[src/cfq_pkg.sv]
// Shared types and codes for the circular FIFO queue.
// No dependencies; imported by cfq_store, cfq_ctrl and circular_fifo_queue.
package cfq_pkg;

   typedef logic [1:0] func_type;
   typedef logic [1:0] error_type;

   localparam func_type FUNC_QUERY = 2'd0;
   localparam func_type FUNC_PUSH  = 2'd1;
   localparam func_type FUNC_POP   = 2'd2;

   localparam error_type ERR_OK    = 2'd0;
   localparam error_type ERR_EMPTY = 2'd1;
   localparam error_type ERR_FULL  = 2'd2;

   localparam int WORD_W = 32;

   // Status handed from the controller to the output register.
   typedef struct packed {
      logic      load;
      logic      is_empty;
      logic      is_full;
      error_type error_code;
   } status_type;

endpackage

[src/cfq_store.sv]
// Entry memory of the circular FIFO queue: one write port, two registered read ports.
// Depends on cfq_pkg for the word width.
module cfq_store #(
   parameter int DEPTH = 16,
   parameter int PTR_W = 4
) (
   input  logic                      clock,
   input  logic                      wr_en,
   input  logic [PTR_W-1:0]          wr_addr,
   input  logic [cfq_pkg::WORD_W-1:0] wr_data,
   input  logic [PTR_W-1:0]          rd_head_addr,
   input  logic [PTR_W-1:0]          rd_last_addr,
   output logic [cfq_pkg::WORD_W-1:0] rd_head_data,
   output logic [cfq_pkg::WORD_W-1:0] rd_last_data
);
   import cfq_pkg::*;

   logic [WORD_W-1:0] mem [DEPTH];
   logic [WORD_W-1:0] rd_head_ff;
   logic [WORD_W-1:0] rd_last_ff;

   always_ff @(posedge clock) begin
      if (wr_en) begin
         mem[wr_addr] <= wr_data;
      end
      rd_head_ff <= mem[rd_head_addr];
      rd_last_ff <= mem[rd_last_addr];
   end

   assign rd_head_data = rd_head_ff;
   assign rd_last_data = rd_last_ff;

endmodule

[src/cfq_ctrl.sv]
// Pointer, count and sequencing logic of the circular FIFO queue.
// Depends on cfq_pkg; drives the write and read ports of cfq_store.
module cfq_ctrl #(
   parameter int DEPTH = 16,
   parameter int PTR_W = 4,
   parameter int CNT_W = 5
) (
   input  logic                 clock,
   input  logic                 reset,
   input  logic                 accept,
   input  cfq_pkg::func_type    func,
   input  logic                 out_free,
   output logic                 ready,
   output logic                 wr_en,
   output logic [PTR_W-1:0]     wr_addr,
   output logic [PTR_W-1:0]     rd_head_addr,
   output logic [PTR_W-1:0]     rd_last_addr,
   output logic [CNT_W-1:0]     count,
   output cfq_pkg::status_type  status
);
   import cfq_pkg::*;

   typedef enum logic [2:0] {
      S_IDLE = 3'b001,
      S_READ = 3'b010,
      S_DONE = 3'b100
   } state_type;

   localparam logic [PTR_W-1:0] PTR_LAST = PTR_W'(DEPTH - 1);
   localparam logic [CNT_W-1:0] CNT_FULL = CNT_W'(DEPTH);

   state_type        state_ff, state_in;
   logic [PTR_W-1:0] head_ff, head_in;
   logic [PTR_W-1:0] tail_ff, tail_in;
   logic [CNT_W-1:0] count_ff, count_in;
   error_type        err_ff, err_in;
   logic             push_ok, pop_ok;

   assign push_ok = (func == FUNC_PUSH) && (count_ff != CNT_FULL);
   assign pop_ok  = (func == FUNC_POP) && (count_ff != '0);

   always_comb begin
      head_in  = head_ff;
      tail_in  = tail_ff;
      count_in = count_ff;
      err_in   = err_ff;
      if (accept) begin
         err_in = ERR_OK;
         if (push_ok) begin
            tail_in  = (tail_ff == PTR_LAST) ? '0 : tail_ff + 1'b1;
            count_in = count_ff + 1'b1;
         end else if (pop_ok) begin
            head_in  = (head_ff == PTR_LAST) ? '0 : head_ff + 1'b1;
            count_in = count_ff - 1'b1;
         end else if (func == FUNC_PUSH) begin
            err_in = ERR_FULL;
         end else if (func == FUNC_POP) begin
            err_in = ERR_EMPTY;
         end
      end
   end

   always_comb begin
      state_in = state_ff;
      case (state_ff)
         S_IDLE: begin
            if (accept) begin
               state_in = S_READ;
            end
         end
         S_READ: begin
            state_in = S_DONE;
         end
         S_DONE: begin
            if (out_free) begin
               state_in = S_IDLE;
            end
         end
         default: begin
            state_in = S_IDLE;
         end
      endcase
   end

   always_ff @(posedge clock) begin
      if (reset) begin
         state_ff <= S_IDLE;
         head_ff  <= '0;
         tail_ff  <= '0;
         count_ff <= '0;
         err_ff   <= ERR_OK;
      end else begin
         state_ff <= state_in;
         head_ff  <= head_in;
         tail_ff  <= tail_in;
         count_ff <= count_in;
         err_ff   <= err_in;
      end
   end

   assign ready        = (state_ff == S_IDLE);
   assign wr_en        = accept && push_ok;
   assign wr_addr      = tail_ff;
   // Reads run every cycle; pointers only move at an accepted transfer, so the
   // data seen in S_DONE stays valid for as long as the output is stalled.
   assign rd_head_addr = head_ff;
   assign rd_last_addr = (tail_ff == '0) ? PTR_LAST : tail_ff - 1'b1;
   assign count        = count_ff;

   assign status.load       = (state_ff == S_DONE) && out_free;
   assign status.is_empty   = (count_ff == '0);
   assign status.is_full    = (count_ff == CNT_FULL);
   assign status.error_code = err_ff;

   a_count_range: assert property (@(posedge clock) disable iff (reset)
      count_ff <= CNT_FULL)
      else $error("entry count exceeds depth");

   a_empty_ptrs: assert property (@(posedge clock) disable iff (reset)
      (count_ff == '0) |-> (head_ff == tail_ff))
      else $error("empty queue with unequal pointers");

   a_full_ptrs: assert property (@(posedge clock) disable iff (reset)
      (count_ff == CNT_FULL) |-> (head_ff == tail_ff))
      else $error("full queue with unequal pointers");

   a_push_count: assert property (@(posedge clock) disable iff (reset)
      (accept && push_ok) |=> (count_ff == $past(count_ff) + 1'b1))
      else $error("accepted push did not advance the count");

   a_accept_seq: assert property (@(posedge clock) disable iff (reset)
      accept |=> (state_ff == S_READ) && !ready)
      else $error("accepted transfer did not start a read");

endmodule

[src/circular_fifo_queue.sv]
// Circular FIFO queue of unsigned 32-bit words with a fixed depth.
//
// Input channel (req_): one transfer carries an operation in req_tuser
// (query, push or pop) and the word to push in req_tdata. Result channel
// (rsp_): one transfer per input transfer reports, after the operation, the
// oldest and newest stored words (zero when empty), the entry count, the
// empty and full flags and an error code (pop on empty, push on full).
// A rejected operation leaves the queue unchanged.
//
// Each item runs through the controller states in order: in S_IDLE the
// accept updates the pointers and writes the entry memory, in S_READ the
// head and tail entries are read from the memory, and in S_DONE the
// registered read data is loaded into the output register once it is free.
// The next item is accepted only back in S_IDLE, so the queue takes no new
// item before the last one is loaded into the output register.
// Reset empties the queue; memory contents are not cleared and need not be.
// When the receiver stalls, the result waits in the output register while
// one more item is taken and processed; that item then holds until the
// output register frees up.
module circular_fifo_queue #(
   parameter int DEPTH = 16
) (
   input  logic                 clock,
   input  logic                 reset,
   input  logic                 req_tvalid,
   output logic                 req_tready,
   input  logic [31:0]          req_tdata,  // push_value[31:0]
   input  logic [1:0]           req_tuser,  // func[1:0]
   output logic                 rsp_tvalid,
   input  logic                 rsp_tready,
   // oldest_value[31:0], newest_value[63:32], entry_count, is_empty, is_full,
   // error_code, then zero fill to whole bytes
   output logic [((68 + $clog2(DEPTH + 1) + 7) / 8) * 8 - 1:0] rsp_tdata
);
   import cfq_pkg::*;

   localparam int PTR_W    = $clog2(DEPTH);
   localparam int CNT_W    = $clog2(DEPTH + 1);
   localparam int OUT_BITS = 2 * WORD_W + CNT_W + 4;
   localparam int OUT_W    = ((OUT_BITS + 7) / 8) * 8;

   logic              accept;
   logic              out_free;
   logic              wr_en;
   logic [PTR_W-1:0]  wr_addr;
   logic [PTR_W-1:0]  rd_head_addr;
   logic [PTR_W-1:0]  rd_last_addr;
   logic [WORD_W-1:0] rd_head_data;
   logic [WORD_W-1:0] rd_last_data;
   logic [CNT_W-1:0]  count;
   status_type        status;

   logic              rsp_valid_ff, rsp_valid_in;
   logic [OUT_W-1:0]  rsp_data_ff, rsp_data_in;
   logic [WORD_W-1:0] oldest, newest;

   assign accept   = req_tvalid && req_tready;
   assign out_free = !rsp_valid_ff || rsp_tready;

   cfq_ctrl #(
      .DEPTH (DEPTH),
      .PTR_W (PTR_W),
      .CNT_W (CNT_W)
   ) u_ctrl (
      .clock        (clock),
      .reset        (reset),
      .accept       (accept),
      .func         (req_tuser),
      .out_free     (out_free),
      .ready        (req_tready),
      .wr_en        (wr_en),
      .wr_addr      (wr_addr),
      .rd_head_addr (rd_head_addr),
      .rd_last_addr (rd_last_addr),
      .count        (count),
      .status       (status)
   );

   cfq_store #(
      .DEPTH (DEPTH),
      .PTR_W (PTR_W)
   ) u_store (
      .clock        (clock),
      .wr_en        (wr_en),
      .wr_addr      (wr_addr),
      .wr_data      (req_tdata),
      .rd_head_addr (rd_head_addr),
      .rd_last_addr (rd_last_addr),
      .rd_head_data (rd_head_data),
      .rd_last_data (rd_last_data)
   );

   assign oldest = status.is_empty ? '0 : rd_head_data;
   assign newest = status.is_empty ? '0 : rd_last_data;

   always_comb begin
      rsp_valid_in = rsp_valid_ff;
      rsp_data_in  = rsp_data_ff;
      if (status.load) begin
         rsp_valid_in = 1'b1;
         rsp_data_in  = OUT_W'({status.error_code, status.is_full, status.is_empty,
                                count, newest, oldest});
      end else if (rsp_tready) begin
         rsp_valid_in = 1'b0;
      end
   end

   always_ff @(posedge clock) begin
      if (reset) begin
         rsp_valid_ff <= 1'b0;
      end else begin
         rsp_valid_ff <= rsp_valid_in;
      end
      rsp_data_ff <= rsp_data_in;
   end

   assign rsp_tvalid = rsp_valid_ff;
   assign rsp_tdata  = rsp_data_ff;

   a_load_free: assert property (@(posedge clock) disable iff (reset)
      (rsp_tvalid && !rsp_tready) |-> !status.load)
      else $error("result loaded over a stalled transfer");

   a_empty_zero: assert property (@(posedge clock) disable iff (reset)
      (status.load && status.is_empty) |=> (rsp_tdata[2*WORD_W-1:0] == '0))
      else $error("empty result carries nonzero words");

   a_one_result: assert property (@(posedge clock) disable iff (reset)
      status.load |-> !req_tready)
      else $error("new transfer accepted before the result was loaded");

endmodule
[config.mk]
export PLATFORM = sky130hd
export DESIGN_NAME = circular_fifo_queue
export DESIGN_NICKNAME = d
export VERILOG_FILES = /design/src/cfq_pkg.sv /design/src/cfq_store.sv /design/src/cfq_ctrl.sv /design/src/circular_fifo_queue.sv
export SDC_FILE = /design/constraint.sdc
export NUM_CORES = 1
export LEC_CHECK = 0
export BUFFER_PORTS_ARGS = -buffer_cell sky130_fd_sc_hd__buf_2
export CAP_MARGIN = 10
export CELL_PAD_IN_SITES_DETAIL_PLACEMENT = 0
export CELL_PAD_IN_SITES_GLOBAL_PLACEMENT = 1
export CORE_UTILIZATION = 55
export CTS_BUF_LIST = sky130_fd_sc_hd__clkbuf_16
export DETAILED_ROUTE_END_ITERATION = 10
export PLACE_DENSITY_LB_ADDON = 0.1
export RECOVER_POWER = 25
export SKIP_LAST_GASP = 1
export SLEW_MARGIN = 10
export SYNTH_ARGS = -nofsm -noshare
export SYNTH_HDL_FRONTEND = slang
export SYNTH_HIERARCHICAL = 1
export SYNTH_SLANG_ARGS = --single-unit
[constraint.sdc]
create_clock -name clock -period 24.3 [get_ports clock]
set_clock_uncertainty 0.15 [all_clocks]
set_input_delay 2.43 -clock clock [delete_from_list [all_inputs] [get_ports clock]]
set_output_delay 2.43 -clock clock [all_outputs]
set_load 0.1 [all_outputs]
# ---- Word-level counts from Yosys, hierarchy flattened
# Memories as Yosys holds them, arrays and structs flattened. A register that Yosys moved wholly into a read port is not among the register bits.
# Cells that the tools add are included.
dict set report totals {
  register_bits 92
  ram_bits 512
  n_memories 1
}
dict set report classes {
  add_sub_neg 5
  n_bitwise 1
  mux 16
  eq_ne 11
  n_reduce_logical 16
}
# name depth word_bits rd rd_ports_with_merged_regs write_ports line_no
set memory_table {}
lappend memory_table {u_store.mem 16 32 2 2 1 cfq_store.sv:18} ;# logic [WORD_W-1:0] mem [DEPTH];
# operator n
set op_table {}
lappend op_table {{4-bit 2-to-1 mux} 3}
lappend op_table {{5-bit 2-to-1 mux} 2}
lappend op_table {{3-bit case mux with 3 select lines} 1}
lappend op_table {{4-bit by 1-bit adder with 4-bit output (second input constant)} 2}
lappend op_table {{4-bit == test (second input constant)} 2}
lappend op_table {{2-bit 2-to-1 mux} 3}
lappend op_table {{3-bit 2-to-1 mux} 2}
lappend op_table {{2-bit AND reduction} 3}
lappend op_table {{5-bit by 1-bit adder with 5-bit output (second input constant)} 1}
lappend op_table {{5-bit == test (second input constant)} 1}
lappend op_table {{1-bit logical AND} 5}
lappend op_table {{5-bit zero test} 1}
lappend op_table {{1-bit 2-to-1 mux} 5}
lappend op_table {{5-bit inequality test (second input constant)} 1}
lappend op_table {{5-bit nonzero test} 1}
lappend op_table {{5-bit by 1-bit subtractor with 5-bit output (second input constant)} 1}
lappend op_table {{4-bit zero test} 1}
lappend op_table {{2-bit by 1-bit inequality test with 1-bit output (second input constant)} 2}
lappend op_table {{2-bit nonzero test} 2}
lappend op_table {{4-bit by 1-bit subtractor with 4-bit output (second input constant)} 1}
lappend op_table {{3-bit by 1-bit == test with 1-bit output (second input constant)} 1}
lappend op_table {{3-bit by 2-bit == test with 1-bit output (second input constant)} 1}
lappend op_table {{3-bit == test (second input constant)} 1}
lappend op_table {{3-bit AND reduction} 1}
lappend op_table {{other kinds (5)} 5}

# ---- Longest topological paths before layout
dict set report depth {
  depth_word 5
  ltp_mapped 9
  ltp_nobuf 8
}

# ---- Modules after synthesis
# The synthesis kept the hierarchy.
# module area_each_um2 seq_area_each_um2 cells_each instances
set modules_own_cells {}
lappend modules_own_cells {cfq_store 24186.9 16656.0 1141 1}
lappend modules_own_cells {circular_fifo_queue 2926.6 2212.1 157 1}
lappend modules_own_cells {cfq_ctrl 1059.8 360.3 126 1}

# ---- Worst setup path after synthesis
# No wires, ideal clock.
dict set report synth_path {
  path_type {input -> register}
  start {in rsp_tready}
  end {reg rsp_data_ff[0] (netlist: rsp_tdata[0]), enable pin}
  slack_ns 13.244
  path_stages 2
  n_path_buf 0
  t_arrival_ns 10.193
  cell_sequence {nand2b_1 > nor4b_1}
}
# item line_no
set synth_rtl {}
lappend synth_rtl {{start, declared} circular_fifo_queue.sv:30} ;# input logic rsp_tready,
lappend synth_rtl {{end signal, assigned} circular_fifo_queue.sv:114} ;# rsp_data_ff <= rsp_data_in;
lappend synth_rtl {{end, declared} circular_fifo_queue.sv:54} ;# logic [OUT_W-1:0] rsp_data_ff, rsp_data_in;

# ---- Worst setup path after layout
dict set report layout_path {
  start {in req_tvalid}
  end {mem u_store.mem[3][12], enable pin}
}
dict set report layout_between {
  elab_chain_cells 4
}
# item line_no
set layout_lines {}
lappend layout_lines {{start, declared} circular_fifo_queue.sv:25} ;# input logic req_tvalid,
lappend layout_lines {{1-bit logical AND} circular_fifo_queue.sv:57} ;# assign accept = req_tvalid && req_tready;
lappend layout_lines {{named net accept} circular_fifo_queue.sv:42} ;# logic accept;
lappend layout_lines {{1-bit logical AND} cfq_ctrl.sv:102} ;# assign wr_en = accept && push_ok;
lappend layout_lines {{named net wr_en} circular_fifo_queue.sv:44} ;# logic wr_en;
lappend layout_lines {{1-bit 2-to-1 mux} cfq_store.sv:23} ;# if (wr_en) begin
lappend layout_lines {{1-bit 2-to-1 mux (not written as such)} cfq_store.sv:24} ;# mem[wr_addr] <= wr_data;
lappend layout_lines {{end, declared} cfq_store.sv:18}
# The timed path passes the listed nets, and every way through them passes these cells.

==> results.yml <==
logic_synthesis:
  synth_xor_area_frac: 0.000933
  yosys_register_bits: 668
  muxShareOfSynthArea: 0.205
  synth-main-ff-cell: "edfxtp_1"
  yosysSeqAreaShare: 0.683
  synth_fa_ha_area_frac: 0.00382
  synth-edff-count: 585
  yosys.area_share.simple: 0.0434
  avgSynthCellArea_um2: 19.8
  async_flop_share: 0
  synth_compound_area_frac: 0.0425
  synth_top_family_by_area: "multiplexers"
  synth_warnings: 6
  syn_area_um2: 28200
  synthDistinctLibCells: 49
  syn_inst: 1424
critical_path:
  cp_slowest_cell: "nor2_4"
  arrival_ps: 4940
  cp-start-kind: "input port"
  end_kind: "flip-flop"
  crit_type: "input port to flip-flop"
  crit_chain: "buf_2, and2_1, nand3b_1, a21o_1, inv_2, or3b_2, nor2_4"
  crit_family: "simple AND/OR/NAND/NOR gates"
  worstPathRequired_ps: 24340
  crit_buf_inv: 2
  critical_path.max_stage_delay_ps: 890
  crit_fanout: 32
power:
  peakVddDrop_mv: 0.0557
  clkPwrFrac: 0.402
  total_leakage_power_nw: 10.2
  power_density_nw_per_um2: 74.4
  pwr-share-comb: 0.055
  intPower_mw: 1.84
  p_switching_uw: 503
  switching_share: 0.215
  power_frac_seq: 0.543
clock_network:
  cts.sinks: 668
  cts_buffer_depth: 3
  clock_latency_ps: 600
  cts_hold_buf: 0
  cts-root-buf: "clkbuf_16"
  cts-resized-gates: 0
  htreeDepth: 3
  cts_buffers: 69
  cts_tree: "done"
  postCtsSetupBuffers: 0
  clk_pin_slew_worst_paths_ps: 60
timing:
  tightestPinTransition_ps: 2900
  fin_setup_tns_ps: 0
  relSlewSlack: -0.935
  grt_setup_unrepaired: "false"
  post-route-period-util: 0.202
  finalSetupViolations: 0
  hold_viol: 0
  slew_viol_final: 41
  holdWs_ps: 283
  setup_ws_ps: 19400
  fin_crit_ps: 4900
  fmaxAchievable_mhz: 204
outcome:
  status: "finished with violations"
  violations: "capacitance limit, slew limit"
placement:
  gp_congestion: 0.731
  dp.cells: 2137
  dp_hpwl_um: 35200
  dp_slack_ps: 18810
  port_buffers: 112
die:
  dieWidth_um: 228
  rows: 82
  die_h_um: 228
  core_um2: 50400
  io_pins: 120
  die_area_um2: 52100
  initial_core_util: 0.559
routing:
  wirelength_um: 63700
  drt-initial-drc-count: 1277
  drc_errors: 0
  postRouteAntennaNets: 0
  vias_per_cell: 6.46
  drtPass1Iterations: 5
  wl_per_cell_um: 28.2
  vias: 14600
final_layout:
  drive_gt1_frac: 0.345
  nets: 1583
  layout_commonest_cell: "edfxtp_1"
  fin_cells: 2259
  area_delta_synth_final_pct: 11.6
  final_cell_mix: "edfxtp_1 (585), mux4_2 (256), a22oi_1 (128)"
  diodes: 0
  n_fill_cell: 3573
global_routing:
  grt.total_usage: 0.251
  grt_pass1_wl_um: 96100
  grt_pass1_vias: 15400
  gr-total-overflow: 0
  antenna_found_initial: 1
  grt_max_degree: 114
min_path:
  hp-class: "flip-flop to flip-flop"
run:
  maxCapViolCount: 1
-- flip-flops by register name, summed over array words and instances (netlist names), 2 cells and up --
name,cells
rsp_tdata,73
u_ctrl/count,5
u_ctrl/err_ff,2
u_ctrl/rd_head_addr,4
u_ctrl/state_ff,3
u_ctrl/wr_addr,4
u_store/mem,512
u_store/rd_head_data,32
u_store/rd_last_data,32
-- kinds of logic after synthesis --
logic type | Yosys count
adder cells (fa/ha/maj) | 8
multiplexers | 258
buffers and inverters | 112
AO/OA/AOI/OAI | 165
AND/OR/NAND/NOR | 209
flip-flops | 668
other | 1
XOR/XNOR | 3
-- cell usage after synthesis (all sizes together), types with 2 or more instances --
master	instances	area, um^2
o21a	2	15.0
buf	67	432
clkbuf	38	143
a211oi	2	15.0
inv	7	26.3
and3b	2	17.5
o21ai	6	33.8
a21oi	15	75.1
mux2i	2	20.0
nand2b	8	50.1
and2	6	37.5
xor2	2	17.5
nor2	22	82.6
edfxtp	585	17600
o31ai	2	15.0
a21boi	3	22.5
nand2	73	274
nor3b	2	15.0
nor3	10	50.1
ha	7	87.6
nand3b	3	22.5
nand3	7	35.0
mux4	256	5770
nor2b	70	588
a22oi	128	961
dfxtp	83	1660
-- power by group through the flow --
| stage | logic [mW] | clock network [mW] | registers, mW |
|---|---|---|---|
| CTS | 0.131 | 0.961 | 1.27 |
| global route | 0.140 | 1.01 | 1.27 |
| floorplan | 0.101 | 0 | 1.29 |
| detailed placement | 0.131 | 0 | 1.29 |
| finish | 0.129 | 0.941 | 1.27 |
| global placement | 0.129 | 0 | 1.29 |
-- per-layer routing --
metal  global-route usage  part of all wire  vias up
li1                     -                 -     6164
met5                    0           0.00019        -
met4               0.0753             0.020        2
met1                0.341              0.41     7842
met2                0.420              0.51      490
met3               0.0418             0.061       87
-- final cells by class --
class                           count  area (um^2)  area share
Clock inverter                     50          209     0.00665
Timing Repair Buffer              141          792      0.0252
Tap cell                          672          841      0.0268
Sequential cell                   668        19200       0.612
Multi-Input combinational cell    650         8550       0.272
Clock buffer                       71         1780      0.0565
Inverter                            7         28.8    0.000916
-- worst paths after layout --
kind,from,endpoint,slack (ps),depth (start not counted)
hold / removal,u_ctrl/err_ff[0],rsp_tdata[71],280,0
hold reg to reg,u_ctrl/err_ff[0],rsp_tdata[71],280,0
setup / recovery,req_tvalid,u_store/mem[3][12],19400,7
setup reg to reg,u_ctrl/wr_addr[0],u_store/rd_last_data[1],19780,8
-- per-stage QoR --
stage	area, um^2	power (mW)	utilization
2_1_floorplan	28200	1.39	-
3_3_place_gp	29500	1.42	0.585
3_5_place_dp	29500	1.42	0.585
4_1_cts	31400	2.36	0.624
5_1_grt	31400	2.42	0.624
6_report	31400	2.34	0.624
No activity file was read; power rests on OpenSTA's default activity.
